**src/hdl/dcs_pkg.sv**
```systemverilog
`timescale 1ns / 1ps
// Shared types and constants for the disc collision stepper.
// No dependencies; imported by dcs_dp, dcs_ctrl and disc_collision_step_top.
package dcs_pkg;

    localparam int DISC_COUNT = 5;
    localparam int SUBSTEPS   = 5;

    localparam int DISC_W  = (DISC_COUNT > 1) ? $clog2(DISC_COUNT) : 1;
    localparam int SUB_W   = (SUBSTEPS > 1) ? $clog2(SUBSTEPS) : 1;

    localparam int POS_W   = 19;
    localparam int VEL_W   = 20;
    localparam int RAD_W   = 6;
    localparam int ARENA_W = 10;
    localparam int TIME_W  = 16;

    // contact exchange quotient is bounded by |v_i - v_j| < 2^21
    localparam int DIV_STEPS = 21;
    localparam int DIV_CNT_W = $clog2(DIV_STEPS);

    // divide by SUBSTEPS as a multiply by a rounded-up reciprocal
    localparam int RECIP_SHIFT = 24;
    localparam logic [RECIP_SHIFT:0] MOVE_RECIP =
        (RECIP_SHIFT + 1)'(((1 << RECIP_SHIFT) + SUBSTEPS - 1) / SUBSTEPS);

    typedef struct packed {
        logic signed [POS_W-1:0] pos_x;
        logic signed [POS_W-1:0] pos_y;
        logic signed [VEL_W-1:0] vel_x;
        logic signed [VEL_W-1:0] vel_y;
        logic [RAD_W-1:0]        radius;
    } disc_t;

    typedef enum logic [4:0] {
        OP_NONE,
        OP_LOAD,
        OP_TICK,
        OP_READ,
        OP_DIFF,
        OP_SQ,
        OP_TEST,
        OP_ABS,
        OP_MUL,
        OP_DIV_INIT,
        OP_DIV_STEP,
        OP_WRITE_I,
        OP_WRITE_J,
        OP_MOVE_MUL,
        OP_MOVE_RCP,
        OP_MOVE_WRITE,
        OP_OUT
    } dcs_op_t;

    typedef struct packed {
        dcs_op_t           op;
        logic [DISC_W-1:0] idx_a;
        logic [DISC_W-1:0] idx_b;
        logic              last;
    } dcs_cmd_t;

    typedef struct packed {
        logic hit;
    } dcs_stat_t;

endpackage

```
**src/hdl/dcs_ctrl.sv**
```systemverilog
`timescale 1ns / 1ps
// Sequencer: walks pairs, divider steps, disc moves, substeps and results.
// Depends on dcs_pkg; commands dcs_dp.
module dcs_ctrl (
    input  logic                clk,
    input  logic                rst_n,
    input  logic                in_valid,
    input  logic                kind,
    output logic                in_stall,
    output logic                out_valid,
    input  logic                out_stall,
    input  dcs_pkg::dcs_stat_t  stat,
    output dcs_pkg::dcs_cmd_t   cmd
);
    import dcs_pkg::*;

    typedef enum logic [4:0] {
        S_IDLE,
        S_PREAD,
        S_PDIFF,
        S_PSQ,
        S_PTEST,
        S_PABS,
        S_PMUL,
        S_PDINIT,
        S_PDIV,
        S_PWI,
        S_PWJ,
        S_MREAD,
        S_MMUL,
        S_MRCP,
        S_MWR,
        S_OREAD,
        S_OPUT
    } state_t;

    localparam logic [DISC_W-1:0]    LAST_DISC = DISC_W'(DISC_COUNT - 1);
    localparam logic [DISC_W-1:0]    LAST_I    = DISC_W'(DISC_COUNT - 2);
    localparam logic [SUB_W-1:0]     LAST_SUB  = SUB_W'(SUBSTEPS - 1);
    localparam logic [DIV_CNT_W-1:0] LAST_DIV  = DIV_CNT_W'(DIV_STEPS - 1);

    state_t                 state_reg, state_next;
    logic [DISC_W-1:0]      pi_reg, pi_next, pj_reg, pj_next;
    logic [SUB_W-1:0]       sub_reg, sub_next;
    logic [DIV_CNT_W-1:0]   div_reg, div_next;
    logic                   out_valid_reg, out_valid_next;
    logic                   slot_free;
    state_t                 adv_state;
    logic [DISC_W-1:0]      adv_pi, adv_pj;

    assign slot_free = !out_valid_reg || !out_stall;

    // next pair in (i, j) order, or on to the moves
    always_comb
    begin
        adv_state = S_PREAD;
        adv_pi    = pi_reg;
        adv_pj    = pj_reg + 1'b1;
        if (pj_reg == LAST_DISC)
        begin
            if (pi_reg == LAST_I)
            begin
                adv_state = S_MREAD;
                adv_pi    = '0;
                adv_pj    = DISC_W'(1);
            end
            else
            begin
                adv_pi = pi_reg + 1'b1;
                adv_pj = pi_reg + DISC_W'(2);
            end
        end
    end

    always_comb
    begin
        state_next     = state_reg;
        pi_next        = pi_reg;
        pj_next        = pj_reg;
        sub_next       = sub_reg;
        div_next       = div_reg;
        out_valid_next = out_valid_reg && out_stall;
        cmd.op         = OP_NONE;
        cmd.idx_a      = pi_reg;
        cmd.idx_b      = pj_reg;
        cmd.last       = (pi_reg == LAST_DISC);
        unique case (state_reg)
            S_IDLE:
            begin
                if (in_valid)
                begin
                    if (kind)
                    begin
                        cmd.op     = OP_TICK;
                        pi_next    = '0;
                        pj_next    = DISC_W'(1);
                        sub_next   = '0;
                        state_next = S_PREAD;
                    end
                    else
                        cmd.op = OP_LOAD;
                end
            end
            S_PREAD:
            begin
                cmd.op     = OP_READ;
                state_next = S_PDIFF;
            end
            S_PDIFF:
            begin
                cmd.op     = OP_DIFF;
                state_next = S_PSQ;
            end
            S_PSQ:
            begin
                cmd.op     = OP_SQ;
                state_next = S_PTEST;
            end
            S_PTEST:
            begin
                cmd.op     = OP_TEST;
                state_next = S_PABS;
            end
            S_PABS:
            begin
                cmd.op = OP_ABS;
                if (stat.hit)
                    state_next = S_PMUL;
                else
                begin
                    state_next = adv_state;
                    pi_next    = adv_pi;
                    pj_next    = adv_pj;
                end
            end
            S_PMUL:
            begin
                cmd.op     = OP_MUL;
                state_next = S_PDINIT;
            end
            S_PDINIT:
            begin
                cmd.op     = OP_DIV_INIT;
                div_next   = '0;
                state_next = S_PDIV;
            end
            S_PDIV:
            begin
                cmd.op = OP_DIV_STEP;
                if (div_reg == LAST_DIV)
                    state_next = S_PWI;
                else
                    div_next = div_reg + 1'b1;
            end
            S_PWI:
            begin
                cmd.op     = OP_WRITE_I;
                state_next = S_PWJ;
            end
            S_PWJ:
            begin
                cmd.op     = OP_WRITE_J;
                state_next = adv_state;
                pi_next    = adv_pi;
                pj_next    = adv_pj;
            end
            S_MREAD:
            begin
                cmd.op     = OP_READ;
                state_next = S_MMUL;
            end
            S_MMUL:
            begin
                cmd.op     = OP_MOVE_MUL;
                state_next = S_MRCP;
            end
            S_MRCP:
            begin
                cmd.op     = OP_MOVE_RCP;
                state_next = S_MWR;
            end
            S_MWR:
            begin
                cmd.op = OP_MOVE_WRITE;
                if (pi_reg == LAST_DISC)
                begin
                    pi_next = '0;
                    if (sub_reg == LAST_SUB)
                        state_next = S_OREAD;
                    else
                    begin
                        sub_next   = sub_reg + 1'b1;
                        pj_next    = DISC_W'(1);
                        state_next = S_PREAD;
                    end
                end
                else
                begin
                    pi_next    = pi_reg + 1'b1;
                    state_next = S_MREAD;
                end
            end
            S_OREAD:
            begin
                cmd.op     = OP_READ;
                state_next = S_OPUT;
            end
            S_OPUT:
            begin
                if (slot_free)
                begin
                    cmd.op         = OP_OUT;
                    out_valid_next = 1'b1;
                    if (pi_reg == LAST_DISC)
                        state_next = S_IDLE;
                    else
                    begin
                        pi_next    = pi_reg + 1'b1;
                        state_next = S_OREAD;
                    end
                end
            end
            default:
                state_next = S_IDLE;
        endcase
    end

    always_ff @(posedge clk or negedge rst_n)
    begin
        if (!rst_n)
        begin
            state_reg     <= S_IDLE;
            pi_reg        <= '0;
            pj_reg        <= '0;
            sub_reg       <= '0;
            div_reg       <= '0;
            out_valid_reg <= 1'b0;
        end
        else
        begin
            state_reg     <= state_next;
            pi_reg        <= pi_next;
            pj_reg        <= pj_next;
            sub_reg       <= sub_next;
            div_reg       <= div_next;
            out_valid_reg <= out_valid_next;
        end
    end

    assign in_stall  = (state_reg != S_IDLE);
    assign out_valid = out_valid_reg;

    a_out_slot: assert property (@(posedge clk) disable iff (!rst_n)
        cmd.op == OP_OUT |-> slot_free)
        else $error("result loaded over an untaken one");

    a_pair_order: assert property (@(posedge clk) disable iff (!rst_n)
        (state_reg == S_PDIV || state_reg == S_PWI || state_reg == S_PWJ)
        |-> pj_reg > pi_reg)
        else $error("pair indices out of order");

    a_div_count: assert property (@(posedge clk) disable iff (!rst_n)
        state_reg == S_PDIV |-> div_reg <= LAST_DIV)
        else $error("divider ran past its step count");

    a_tick_end: assert property (@(posedge clk) disable iff (!rst_n)
        (state_reg == S_OPUT && slot_free && pi_reg == LAST_DISC)
        |=> (state_reg == S_IDLE && out_valid_reg))
        else $error("tick did not finish on the last result");

endmodule

```
**config.mk**
```make
export PLATFORM = sky130hd
export DESIGN_NAME = dcs_ctrl
export DESIGN_NICKNAME = d
export VERILOG_FILES = /design/src/hdl/dcs_pkg.sv /design/src/hdl/dcs_ctrl.sv
export SDC_FILE = /design/constraint.sdc
export NUM_CORES = 1
export LEC_CHECK = 0
export CAP_MARGIN = 30
export CORE_AREA = 2 2 76 78
export DETAILED_ROUTE_END_ITERATION = 12
export DIE_AREA = 0 0 78 80
export DONT_BUFFER_PORTS = 1
export GPL_ROUTABILITY_DRIVEN = 1
export PLACE_DENSITY = 0.49
export SETUP_SLACK_MARGIN = 0.4
export SLEW_MARGIN = 20
export SYNTH_ARGS = -nofsm -noshare
export SYNTH_HDL_FRONTEND = slang
export SYNTH_SLANG_ARGS = --single-unit
```
**constraint.sdc**
```tcl
create_clock -name clk -period 3.6 [get_ports clk]
set_clock_uncertainty 0.1 [all_clocks]
set_input_delay 0.72 -clock clk [delete_from_list [all_inputs] [get_ports clk]]
set_output_delay 0.72 -clock clk [all_outputs]
set_load 0.01 [all_outputs]
```
==> results.toml <==
[final_layout]
antenna-diode-count = 0
final_nets = 208
layout_common_cells = "sky130_fd_sc_hd__nand2_1 (22), sky130_fd_sc_hd__dfrtp_1 (20), sky130_fd_sc_hd__inv_1 (15)"
layout-drive-gt1-share_pct = 6.81
areaGrowthSynthToFinish_pct = 5.18
finish.instance_area_um2 = 1730
layout.filler_cells = 587
most_frequent_standard_cell_in_the_layout_excluding_fill_and_tap_cells = "sky130_fd_sc_hd__nand2_1"

[routing]
iter_0_drt_violations = 100
finalWirelength_um = 4030
routed_wire_length_per_instance_um = 15.3
vias_per_cell = 5.33
postRouteAntennaNets = 0
detail_route.drc_violations = 0
num_vias = 1401
drt_pass_1_iters = 4

[setup_path]
crit_type = "reg -> out"
cp.arrival_ns = 2.03
timing.critical_path.slowest_stage_cell = "sky130_fd_sc_hd__dfrtp_1"
worst_setup_path_start_kind = "flop"
worst-endpoint-required_ns = 2.78
timing.critical_path.slowest_cell_delay_ns = 0.63
crit_path_end = "cmd[11]"
worstPathBufferInverterCount = 0
rr_worst_depth = 5
timing.critical_path.cells = "nor4_2 -> nand2_1 -> a21oi_1"
crit_path_end_kind = "output pin"
reg2reg_slack_ns = 1.21
cp-startpoint = "state_reg[1]$_DFFE_PN0P_"
critPathTopFamily = "simple AND/OR/NAND/NOR gates"
worstPathMaxFanout = 23
rr_startpoint = "state_reg[4]$_DFFE_PN0P_"
timing.rr.end = "pi_reg[2]$_DFFE_PN0P_"
crit_cells = 3

[flow_run]
maxCapViolCount = 0

[yosys]
yosys.area.top_type_share_pct = 30.4
syn-num-nets = 214
post_synth_and_or_nand_nor_area_fraction_pct = 26.6
synth_enable_flop_cells = 0
synth_sequential_area_ratio_pct = 30.4
synth.cell_area_um2 = 1640
yosysWarningCount = 0
synthXorXnorAreaFrac_pct = 2.13
synth.distinct_cells = 51
async_reset_ff_share_pct = 100
synth_top_family_by_area = "simple AND/OR/NAND/NOR gates"
synth_area_leaders = "sky130_fd_sc_hd__dfrtp_1 (30%), sky130_fd_sc_hd__ha_1 (7.6%), sky130_fd_sc_hd__nand2_1 (5.0%)"
post-synth-top-area-cell = "sky130_fd_sc_hd__dfrtp_1"
yosys.area_share.adder_pct = 7.61
post_synth_inst_count = 198
yosys-mux-area-fraction_pct = 3.42
dominantRegCellSynth = "sky130_fd_sc_hd__dfrtp_1"
complex_gate_fraction_of_the_synthesized_area_pct = 22.8
ys_ff_latch = 20
post_synth.cell_area_avg_um2 = 8.30

[global_routing]
grt-ovfl-total = 0
grt_start_max_net_pins = 24
grtUsageTotal_pct = 13.6
grt_pass1_vias = 1346
grt_first_pass_wirelength_um = 6840
antenna_found_initial = 0

[power]
power_frac_clock_pct = 15.0
vdd_ir_drop_max_mv = 0.215
sw_frac_of_total_pct = 46.9
share_seq_of_total_power_pct = 36.7
p_sw_w = 0.000559
power_density_nw_per_um2 = 690
p_int_w = 0.000634
combPwrFrac_pct = 48.3
final_power_w = 0.00119
leakagePower_nw = 0.691

[worst_hold_path]
min-delay-path-class = "in -> async"

[clocking]
cts.clk_slew.worst_paths_ns = 0.08
clock_latency_on_the_worst_skew_pair_ns = 0.27
post_cts_repair_setup_buffers = 0
clock_sinks = 20
cts-buffers-inserted = 3
cts_tree = "built"
htree_levels = 1
postCtsHoldBufs = 0
clock_tree.buffer_depth = 2
root_buffer = "sky130_fd_sc_hd__clkbuf_8"
postCtsResizedCells = 0

[floorplanning]
std_cell_rows = 27
floorplan.core_area_um2 = 5410
floorplan.initialDensity_pct = 30.4
die_w_um = 78
ioPinCount = 20
dieHeight_um = 80
design.die.area_um2 = 6240

[timing]
hold_violations = 0
setup_violations = 0
worst_tran_pin_value_ns = 0.687
min_period_ns = 2.85
rsz0062_at_grt = "false"
totalNegativeSetupSlack_ns = 0
layout_worst_path_cycle_share_pct = 79.1
slew-limit-headroom_pct = 54.2
finalMaxSlewViolations = 0
fmax_mhz = 351

[place]
gp_congestion = 0.725
post-dp-hpwl_um = 2950
dpl-instance-area_um2 = 1670
io_buffer_count = 0

[outcome]
status = "completed"
==> power by group through the flow <==
stage	Clock, W	Combinational (W)	Sequential [W]
after floorplan	0	0.000581	0.000340
after global placement	0	0.000578	0.000440
after detailed placement	0	0.000577	0.000441
after CTS	0.000190	0.000580	0.000436
after global routing	0.000200	0.000645	0.000453
final	0.000179	0.000576	0.000437
==> Yosys cell counts, types with 3 or more instances <==
library cell,count
sky130_fd_sc_hd__and2_1,3
sky130_fd_sc_hd__ha_1,10
sky130_fd_sc_hd__a211oi_1,6
sky130_fd_sc_hd__nand3_1,11
sky130_fd_sc_hd__o21ai_0,14
sky130_fd_sc_hd__buf_2,6
sky130_fd_sc_hd__nor2_1,11
sky130_fd_sc_hd__nand2b_1,5
sky130_fd_sc_hd__o22ai_1,4
sky130_fd_sc_hd__nor2b_1,3
sky130_fd_sc_hd__dfrtp_1,20
sky130_fd_sc_hd__and3_1,4
sky130_fd_sc_hd__a31oi_1,4
sky130_fd_sc_hd__nand2_1,22
sky130_fd_sc_hd__o21a_1,3
sky130_fd_sc_hd__mux2i_1,3
sky130_fd_sc_hd__a21oi_1,8
sky130_fd_sc_hd__or3_1,3
sky130_fd_sc_hd__inv_1,15
sky130_fd_sc_hd__nor3_1,5
==> how the worst min path moves through the flow <==
stage | to | slack, ns | cells past startpoint
after floorplan | div_reg[0]$_DFFE_PN0P_ | 0.32 | 0
after global routing | pj_reg[0]$_DFFE_PN0P_ | 0.01 | 0
after detailed placement | div_reg[4]$_DFFE_PN0P_ | 0.33 | 0
final | pj_reg[2]$_DFFE_PN0P_ | 0.04 | 0
after CTS | pj_reg[0]$_DFFE_PN0P_ | 0.03 | 0
after global placement | div_reg[4]$_DFFE_PN0P_ | 0.33 | 0
==> cell families (layout without fill, tap and decap cells) <==
family | Yosys count | in the layout
and+or+nand+nor | 78 | 78
AOI/OAI and AO/OA | 55 | 55
buffers and inverters | 26 | 19
DFF | 20 | 20
adders and majority gates | 10 | 10
muxes | 5 | 5
xor gates and xnor gates | 4 | 4
==> area by class of cell <==
| cell class | instances | area [um^2] | share of cell area [%] |
|---|---|---|---|
| multi-input cells | 152 | 1030 | 59.4 |
| inverters | 15 | 56.3 | 3.26 |
| well taps | 72 | 90.1 | 5.21 |
| clock buffers | 4 | 55.1 | 3.18 |
| flip-flops and latches | 20 | 500 | 28.9 |
==> metrics by stage <==
stage          util (%)  cells  hold slack (ns)  setup WS (ns)
6_report           32.0    263           0.0378          0.751
2_1_floorplan         -    198            0.324           1.36
3_5_place_dp       31.0    259            0.325           1.08
3_3_place_gp       31.0    259            0.325           1.15
4_1_cts            32.0    263           0.0255          0.758
5_1_grt            32.0    263           0.0146          0.650
==> layer usage <==
metal  GRT usage, %  wire length, um  up-vias  share of wire [%]
met5              0                0        -                  0
met4           2.11               27        0               0.67
met1           17.4             1860      682                 46
li1               -                -      703                  -
met3           3.05              124        5                3.1
met2           23.9             2020       11                 50
(Power assumes the default switching activity.)
